$ cat config.mk
export PLATFORM = sky130hd
export DESIGN_NAME = cau_div_step
export DESIGN_NICKNAME = d
export VERILOG_FILES = /design/src/cau_pkg.sv /design/src/cau_div_step.sv
export SDC_FILE = /design/constraint.sdc
export NUM_CORES = 1
export LEC_CHECK = 0
export ABC_AREA = 1
export CAP_MARGIN = 25
export CELL_PAD_IN_SITES_DETAIL_PLACEMENT = 0
export CELL_PAD_IN_SITES_GLOBAL_PLACEMENT = 2
export CORE_UTILIZATION = 32
export DETAILED_ROUTE_END_ITERATION = 6
export DONT_BUFFER_PORTS = 1
export PLACE_DENSITY = 0.89
export RECOVER_POWER = 25
export SLEW_MARGIN = 10
export SYNTH_ARGS = -nofsm -noshare
export SYNTH_HDL_FRONTEND = slang
export SYNTH_SLANG_ARGS = --single-unit
export TNS_END_PERCENT = 1
$ cat constraint.sdc
create_clock -name clk_i -period 0.8 [get_ports clk_i]
set_input_delay 0.16 -clock clk_i [delete_from_list [all_inputs] [get_ports clk_i]]
set_output_delay 0.16 -clock clk_i [all_outputs]
set_load 0.005 [all_outputs]
$ cat src/cau_pkg.sv
package cau_pkg;

  // Operation codes carried in the cmd field.
  typedef enum logic [2:0] {
    CMD_ADD  = 3'd0,
    CMD_MUL  = 3'd1,
    CMD_DIV  = 3'd2,
    CMD_CONJ = 3'd3,
    CMD_MAG  = 3'd4
  } cmd_e;

  // Status codes of a result word.
  typedef enum logic [1:0] {
    ST_OK   = 2'd0,
    ST_DIV0 = 2'd1,
    ST_SAT  = 2'd2
  } status_e;

  // Number of quotient bits, one per divider stage.
  localparam int unsigned DivSteps = 32;

  // Input word.
  typedef struct packed {
    cmd_e               cmd;
    logic signed [31:0] a_re;
    logic signed [31:0] a_im;
    logic signed [31:0] b_re;
    logic signed [31:0] b_im;
  } in_t;

  // Result word.
  typedef struct packed {
    logic signed [31:0] res_re;
    logic signed [31:0] res_im;
    status_e            status;
  } out_t;

  // A finished result that does not need the divider.
  typedef struct packed {
    logic [31:0] re;
    logic [31:0] im;
    logic        ovf;
  } pre_t;

  // Front end output: sign and magnitude of both result parts.
  typedef struct packed {
    cmd_e        cmd;
    logic        neg_re;
    logic        neg_im;
    logic [63:0] mag_re;
    logic [63:0] mag_im;
    logic [63:0] den;
    pre_t        pre;
  } s4_t;

  // Divider stage contents; work holds the remaining dividend bits and the quotient.
  typedef struct packed {
    logic        is_div;
    logic        dz;
    logic [63:0] den;
    logic [63:0] rem_re;
    logic [63:0] rem_im;
    logic [31:0] work_re;
    logic [31:0] work_im;
    logic        neg_re;
    logic        neg_im;
    logic        big_re;
    logic        big_im;
    pre_t        fin;
  } dv_t;

endpackage

$ cat src/cau_div_step.sv
module cau_div_step import cau_pkg::*; (
  input  logic clk_i,
  input  logic rst_ni,
  input  logic en_i,
  input  logic valid_i,
  input  dv_t  data_i,
  output logic valid_o,
  output dv_t  data_o
);

  // One restoring step: shift in the next dividend bit, subtract when it fits.
  function automatic logic [95:0] step(input logic [63:0] rem, input logic [31:0] work,
                                       input logic [63:0] den);
    logic [64:0] t;
    logic [64:0] d;
    logic        ge;
    t  = {rem, work[31]};
    ge = (t >= {1'b0, den});
    d  = t - {1'b0, den};
    return {ge ? d[63:0] : t[63:0], work[30:0], ge};
  endfunction

  dv_t  d_d, d_q;
  logic v_q;

  always_comb begin
    d_d = data_i;
    {d_d.rem_re, d_d.work_re} = step(data_i.rem_re, data_i.work_re, data_i.den);
    {d_d.rem_im, d_d.work_im} = step(data_i.rem_im, data_i.work_im, data_i.den);
  end

  always_ff @(posedge clk_i or negedge rst_ni) begin
    if (!rst_ni) begin
      v_q <= 1'b0;
    end else if (en_i) begin
      v_q <= valid_i;
    end
  end

  always_ff @(posedge clk_i) begin
    if (en_i) begin
      d_q <= d_d;
    end
  end

  assign valid_o = v_q;
  assign data_o  = d_q;

endmodule

# --- Yosys cells after proc, flatten, opt, wreduce, memory -nomap -nowiden ---
# Cells that the tools add are included.
totals:
  register_bits: 328
  elab_cells: 21
  input_bits: 331
op_classes:
  muxes: 2
  addsub: 2
  order_cmp: 2
ops:
  columns: ["cell", "count"]
  rows:
  - ["65-bit by 64-bit >= comparator with 1-bit output", 2]
  - ["64-bit 2-to-1 mux", 2]
  - ["64-bit subtractor", 2]

# --- Longest topological paths before layout ---
# Gate-level depths: netlist of the first run.
depth:
  word_depth: 2
  mapped_depth: 19

# --- Worst setup path before layout of the first run ---
# No wires, ideal clock.
synth_timing:
  kind: "input-to-reg"
  start: "in data_i[312] (netlist bit)"
  end: "reg d_q, in the netlist data_o[155] (data pin)"
  setup_slack_ns: -1.217
  path_buffers: 2
  stages: 14
  required_ns: 0.547
  arrival_time_ns: 1.765
  setup_time_ns: 0.253
  path_cell_list: "inv_1 -> ha_1 -> nand2_1 -> inv_1 -> a21oi_1 -> nor2_1 -> o21ai_1 -> nand3_2 -> nor2_4 -> nand2_4 -> buf_12 -> buf_12 -> nand2_1 -> nand2_1"
synth_rtl:
  columns: ["item", "line", "source"]
  rows:
  - ["start: declaration", "cau_div_step.sv:6", "input dv_t data_i,"]
  - ["end signal: assignment", "cau_div_step.sv:42", "d_q <= d_d;"]
  - ["end: declaration", "cau_div_step.sv:23", "dv_t d_d, d_q;"]

==> run summary, run 1 <==
Status = complete, but fails checks
Violated checks = negative hold slack, max-slew violations, negative setup slack
Final WL = 132900 µm
Clock Latency Late Sink = 0.58 ns
Synth top area share = 41.06%
Lkg Pwr = 18.64 nW
Critical path peak fanout = 6
Simple-gate area share of the yosys netlist = 34.81%
Proportion of synthesized area in mux cells = 0.04709%
Total grt overflow = 0
DRT iter0 DRCs = 2124
Die width = 275.4 µm
Post-synth top area cell = edfxtp_1
Placed Cells = 4905
Syn nets = 3839
Syn-to-layout area delta = 59.30%
Syn Inst Count = 3378
Area of the mapped netlist = 23920 µm²
DP Wirelength = 103300 µm
ANT nets after route = 0
Setup CP Type = in -> reg
TritonCTS Sinks = 328
Least-Margin Pin Slew = 2.257 ns
Startpoint types = input port
Synth area leaders = edfxtp_1 (41%), nand2_1 (21%), inv_1 (11%)
Synth Flop Type = edfxtp_1
Number of nets in the layout = 4841
Utilization after layout = 51.86%
Worst hold path type = in -> reg
Initial Utilization = 32.56%
Final Non-Filler Cells = 5385
Clock buffer depth = 3
Largest net degree at the start of global routing = 329
Worst Hold Margin = -0.3119 ns
Gpl congestion = 0.9954
Area after DPL = 30110 µm²
Vias = 26.06k
Count of different cell masters after synthesis = 37
Tot GR Track Use = 33.32%
I/O pin count = 659
CP required = 1.13 ns
Most frequent cells in the layout = nand2_1 (1208), inv_1 (640), buf_4 (588)
# DRC = 0
Minimum clock period = 1.886 ns
Core area = 73450 µm²
Crit share post-route = 235.8%
Buffers on Ports = 0
Largest family of logic cells by synthesized area = simple AND/OR/NAND/NOR gates
Synth Area in XOR/XNOR = 2.271%
Initial antenna violation count = 16
Relative max-transition margin = -50.46%
Setup WS post-layout = -1.086 ns
MaxCap Viol Count = 0
EDFF count, synth = 327
Setup Viol. Count Final = 687
Num CTS Buffers = 41
CTS root buf = clkbuf_16
Crit. End Element = register
Vias in the first global route = 25.07k
Number of vias per cell = 4.839
Vert. Die Dim = 275.4 µm
VDD IR max = 0.001419 V
CP max stage delay = 0.23 ns
Syn Area/Cell = 7.080 µm²
Ys Warns = 0
Final clock skew = 0 ns
Final design area excluding fillers = 38100 µm²
Post-synthesis compound-gate area fraction = 2.511%
Final hold vios = 35
Pre-antenna DRT Iters = 6
Commonest non-fill, non-tap cell in the layout = nand2_1
Unrepaired setup endpoints after global routing = true
Slew Viols, Final = 213
Pwr dens = 1656 nW/µm²
Flop and latch count out of synthesis = 328
Max Freq = 0.5302 GHz
Pre-CTS setup slack = -1.963 ns
Seq/Total Area, Yosys = 41.16%
Slowest cell on the critical path = nor2_4
Wire per inst = 24.67 µm
Critical Path AT = 2.22 ns
Die Footprint = 75830 µm²
CTS H-tree depth = 2
Worst-path clk slew = 0.06 ns
Total power = 63.08 mW
Floorplan row count = 99
Async set-or-reset flop fraction in the synthesized netlist = 0.3049%
Critical-path cell list = inv_1 -> buf_12 -> ha_4 -> nand2_1 -> nand2_2 -> a21oi_4 -> inv_2 -> o21ai_4 -> nand3_2 -> nor2_4 -> nand2_8 -> buf_4 -> buf_12 -> nand3_2 -> nand2_1
Share of cells above drive strength 1 = 28.98%
Area share of fa/ha/maj cells after synthesis = 6.864%
CTS tree = done
First-pass GRT wire length = 177500 µm
[area by class of cell]
| class | instances | area, µm² |
|---|---|---|
| diodes | 16 | 40.04 |
| fillers | 7230 | 35360 |
| clock inverters | 30 | 320.3 |
| multi-input cells | 2300 | 13570 |
| flip-flops and latches | 328 | 9844 |
| inverters | 712 | 2834 |
| clock buffers | 43 | 1033 |
| repair buffers | 997 | 9254 |
| well taps | 959 | 1200 |
[state kept, by name, summed over array words and instances (netlist names)]
register / count
data_o: 327
valid_o: 1
[metal layers]
layer,GRT usage (%),up-vias,part of all wire [%]
li1,-,12526,-
met4,20.47,6,6.8
met2,52.88,1201,45
met1,41.20,12081,40
met5,0,-,0.030
met3,7.238,243,8.1
[power by group]
group	switching (mW)	total, mW	internal (mW)
clock network	8.28	19.4	11.1
registers	1.66	23.0	21.4
logic	11.0	20.7	9.63
total	21.0	63.1	42.1
[Yosys cell counts, drive strengths merged (5+ instances only)]
master / number
a21oi: 92
nor2: 223
ha: 128
nand3: 293
edfxtp: 327
and3: 7
xor2: 60
clkbuf: 8
nand2: 1379
nand3b: 26
buf: 31
nor3: 25
inv: 711
nand4: 21
o21ai: 16
nor4: 11
o21bai: 5
[critical path: cells and delay by family]
kind	cells	cell delay, ns
buf+inv	5	0.60
fa+ha+maj	1	0.21
compound gates	2	0.37
simple gates	7	0.86
[what timing repair did]
| item | 4_1_cts | 5_1_grt |
|---|---|---|
| hold buffers | 326 | 1 |
| buffers inserted | 39 | 14 |
| gates resized for setup | 309 | 211 |
| endpoints found under the hold margin | 653 | 211 |
| pin swaps | 51 | 57 |
| gates cloned | 7 | 5 |
| setup endpoints to repair | 458 | 459 |
[cell families (layout without fill, tap and decap cells)]
family                   after synthesis  after routing
AO/OA/AOI/OAI                        115            115
XOR/XNOR                              62             62
adder cells (fa/ha/maj)              130            130
buffers and inverters                751           1782
flip-flops                           328            328
multiplexers                           1              1
other                                  0             16
AND/OR/NAND/NOR                     1991           1992
[path summary, 6_finish.rpt]
check,from,to,slack [ns],cells past startpoint
worst max-delay path,data_i[315],data_o[189],-1.09,15
max in group asynchronous,rst_ni,valid_o,0.33,2
worst max register to register,valid_o,valid_o,0.01,1
worst min-delay path,en_i,data_o[254],-0.31,0
worst min register to register,valid_o,valid_o,0.57,1
min in group asynchronous,rst_ni,valid_o,0.36,2
[through the flow]
step / setup TNS [ns] / hold slack [ns]
2_1_floorplan: -146.24 / -0.1356
4_1_cts: -253.33 / -0.3347
3_5_place_dp: -236.66 / -0.1356
6_report: -381.93 / -0.3119
5_1_grt: -265.62 / -0.3310
3_3_place_gp: -234.41 / -0.1356
(Power assumes the default switching activity.)
==> inputs of run 2 (changes only) <==
--- a/config.mk
+++ b/config.mk
@@ -7,12 +7,13 @@
 export LEC_CHECK = 0
 export ABC_AREA = 1
 export CAP_MARGIN = 25
-export CELL_PAD_IN_SITES_DETAIL_PLACEMENT = 0
-export CELL_PAD_IN_SITES_GLOBAL_PLACEMENT = 2
-export CORE_UTILIZATION = 32
+export CELL_PAD_IN_SITES_DETAIL_PLACEMENT = 1
+export CELL_PAD_IN_SITES_GLOBAL_PLACEMENT = 1
+export CORE_AREA = 2 2 260 262
 export DETAILED_ROUTE_END_ITERATION = 6
+export DIE_AREA = 0 0 262 264
 export DONT_BUFFER_PORTS = 1
-export PLACE_DENSITY = 0.89
+export PLACE_DENSITY = 0.8
 export RECOVER_POWER = 25
 export SLEW_MARGIN = 10
 export SYNTH_ARGS = -nofsm -noshare
==> run summary, run 2 (synthesis gave the netlist of run 1 again) <==
Worst hold path type = in -> reg (unchanged)
Vias in the first global route = 29.01k (was 25.07k)
Final design area excluding fillers = 37110 µm² (was 38100 µm²)
Num CTS Buffers = 39 (was 41)
Pre-CTS setup slack = -1.879 ns (was -1.963 ns)
Final WL = 153200 µm (was 132900 µm)
Core area = 66560 µm² (was 73450 µm²)
Max reg flops = 327 (unchanged)
Final clock skew = 0 ns (unchanged)
Largest net degree at the start of global routing = 329 (unchanged)
Least-Margin Pin Slew = 1.050 ns (was 2.257 ns)
Hold_buf cts = 328 (was 326)
Critical Path AT = 2.71 ns (was 2.22 ns)
Worst Hold Margin = -0.3221 ns (was -0.3119 ns)
Critical path peak fanout = 4 (was 6)
ANT nets after route = 0 (unchanged)
Lkg Pwr = 18.47 nW (was 18.64 nW)
CP required = 1.27 ns (was 1.13 ns)
TritonCTS Sinks = 328 (unchanged)
First-pass GRT wire length = 200100 µm (was 177500 µm)
Initial antenna violation count = 16 (unchanged)
VDD IR max = 0.001735 V (was 0.001419 V)
Number of nets in the layout = 4822 (was 4841)
R2R depth = 1 (unchanged)
Total power = 64.71 mW (was 63.08 mW)
Floorplan row count = 95 (was 99)
Syn-to-layout area delta = 55.17% (was 59.30%)
Min-delay src = en_i (unchanged)
Worst Hold Depth = 0 (unchanged)
Startpoint types = input port (unchanged)
Total grt overflow = 0 (unchanged)
Critical R2R Launch = valid_o (unchanged)
CTS root buf = clkbuf_16 (unchanged)
Minimum clock period = 2.238 ns (was 1.886 ns)
Unrepaired setup endpoints after global routing = true (unchanged)
Reg2reg end = valid_o (unchanged)
Final Non-Filler Cells = 5277 (was 5385)
# DRC = 0 (unchanged)
Gpl congestion = 1.010 (was 0.9954)
Setup WS post-layout = -1.438 ns (was -1.086 ns)
MaxCap Viol Count = 0 (unchanged)
Vert. Die Dim = 264 µm (was 275.4 µm)
Relative max-transition margin = 30.01% (was -50.46%)
Pwr dens = 1744 nW/µm² (was 1656 nW/µm²)
I/O pin count = 659 (unchanged)
Buffers on Ports = 0 (unchanged)
Worst-path clk slew = 0.07 ns (was 0.06 ns)
Share of cells above drive strength 1 = 26.46% (was 28.98%)
Final hold vios = 112 (was 35)
Most frequent cells in the layout = nand2_1 (1249), inv_1 (655), buf_4 (593) (was nand2_1 (1208), inv_1 (640), buf_4 (588))
Status = complete, but fails checks (unchanged)
Setup CP Type = in -> reg (unchanged)
TNS Setup = -278.05 ns (was -381.93 ns)
Vias = 28.78k (was 26.06k)
Wire per inst = 29.04 µm (was 24.67 µm)
DRT iter0 DRCs = 2808 (was 2124)
Clock Latency Late Sink = 0.60 ns (was 0.58 ns)
DP Wirelength = 106800 µm (was 103300 µm)
Pre-antenna DRT Iters = 6 (unchanged)
Max Freq = 0.4468 GHz (was 0.5302 GHz)
Reg2reg setup slack = 0.01 ns (about the same)
Crit share post-route = 279.8% (was 235.8%)
Slew Viols, Final = 0 (was 213)
Placed Cells = 4845 (was 4905)
Die width = 262 µm (was 275.4 µm)
Initial Utilization = 35.93% (was 32.56%)
CTS H-tree depth = 2 (unchanged)
Clock buffer depth = 3 (unchanged)
Number of vias per cell = 5.454 (was 4.839)
Area after DPL = 30110 µm² (unchanged)
Utilization after layout = 55.75% (was 51.86%)
Die Footprint = 69170 µm² (was 75830 µm²)
Violated checks = negative hold slack, negative setup slack (was negative hold slack, max-slew violations, negative setup slack)
Tot GR Track Use = 40.51% (was 33.32%)
Commonest non-fill, non-tap cell in the layout = nand2_1 (unchanged)
Crit. End Element = register (unchanged)
Min-Delay Endpoint = data_o[192] (was data_o[254])
Setup Viol. Count Final = 458 (was 687)
CTS tree = done (unchanged)
-- run 2: cell count changes in the layout (fill, tap and decap cells not counted), sizes merged --
cell and delta:
clkinv +5, dlygate4sd3 +1, clkbuf -7, bufinv +3, nand2 +1, inv +12, buf -15, diode -3
clkinvlp -19
-- run 2: area by class of cell --
cell class / instances / area (µm²)
clock buffers: 40 / 979.7
fillers: 8068 / 29450
clock inverters: 31 / 416.7
repair buffers: 979 / 8736
flip-flops and latches: 328 / 9844
well taps: 873 / 1092
multi-input cells: 2301 / 13220
diodes: 13 / 32.53
inverters: 712 / 2789
-- run 2: how the worst max path moves through the flow --
| stage | from | to | slack, ns | cells after the start |
|---|---|---|---|---|
| after global placement | data_i[307] | data_o[244] | -1.89 | 14 |
| after CTS | data_i[264] | data_o[228] | -1.0 | 14 |
| after global routing | data_i[279] | data_o[154] | -1.46 | 13 |
| after floorplan | data_i[321] | data_o[155] | -1.17 | 12 |
| final | data_i[281] | data_o[154] | -1.44 | 13 |
| after detailed placement | data_i[307] | data_o[244] | -1.88 | 14 |
-- run 2: critical path, cell delays in order --
cell and delay [ns]:
inv_1 0.08, ha_1 0.42, nand2_2 0.15, nor2_2 0.24, buf_4 0.15, nand2_1 0.11
nor2_1 0.11, nand2_1 0.06, nand3_1 0.16, buf_4 0.16, xor2_1 0.65, nand2_2 0.15
nand2_1 0.11
-- run 2: timing repair --
action                                 4_1_cts  5_1_grt
cloned                                       2        2
setup endpoints to repair                  458      459
buffers inserted                             8        9
endpoints found under the hold margin      654      151
pin swaps                                    9       32
gates resized for setup                    158      250
-- run 2: power by group --
group	internal, mW	switching, mW
Sequential	21.3	2.10
Clock	11.7	8.61
Combinational	9.04	11.9
-- run 2: routing by layer --
layer / wire length (µm) / part of all wire, % / GRT usage, % / vias up
met5: 92 / 0.060 / 0 / -
met4: 15620 / 10 / 31.75 / 12
met3: 17340 / 11 / 12.30 / 638
met2: 66820 / 44 / 63.59 / 1868
met1: 53380 / 35 / 45.65 / 13783
li1: - / - / - / 12481
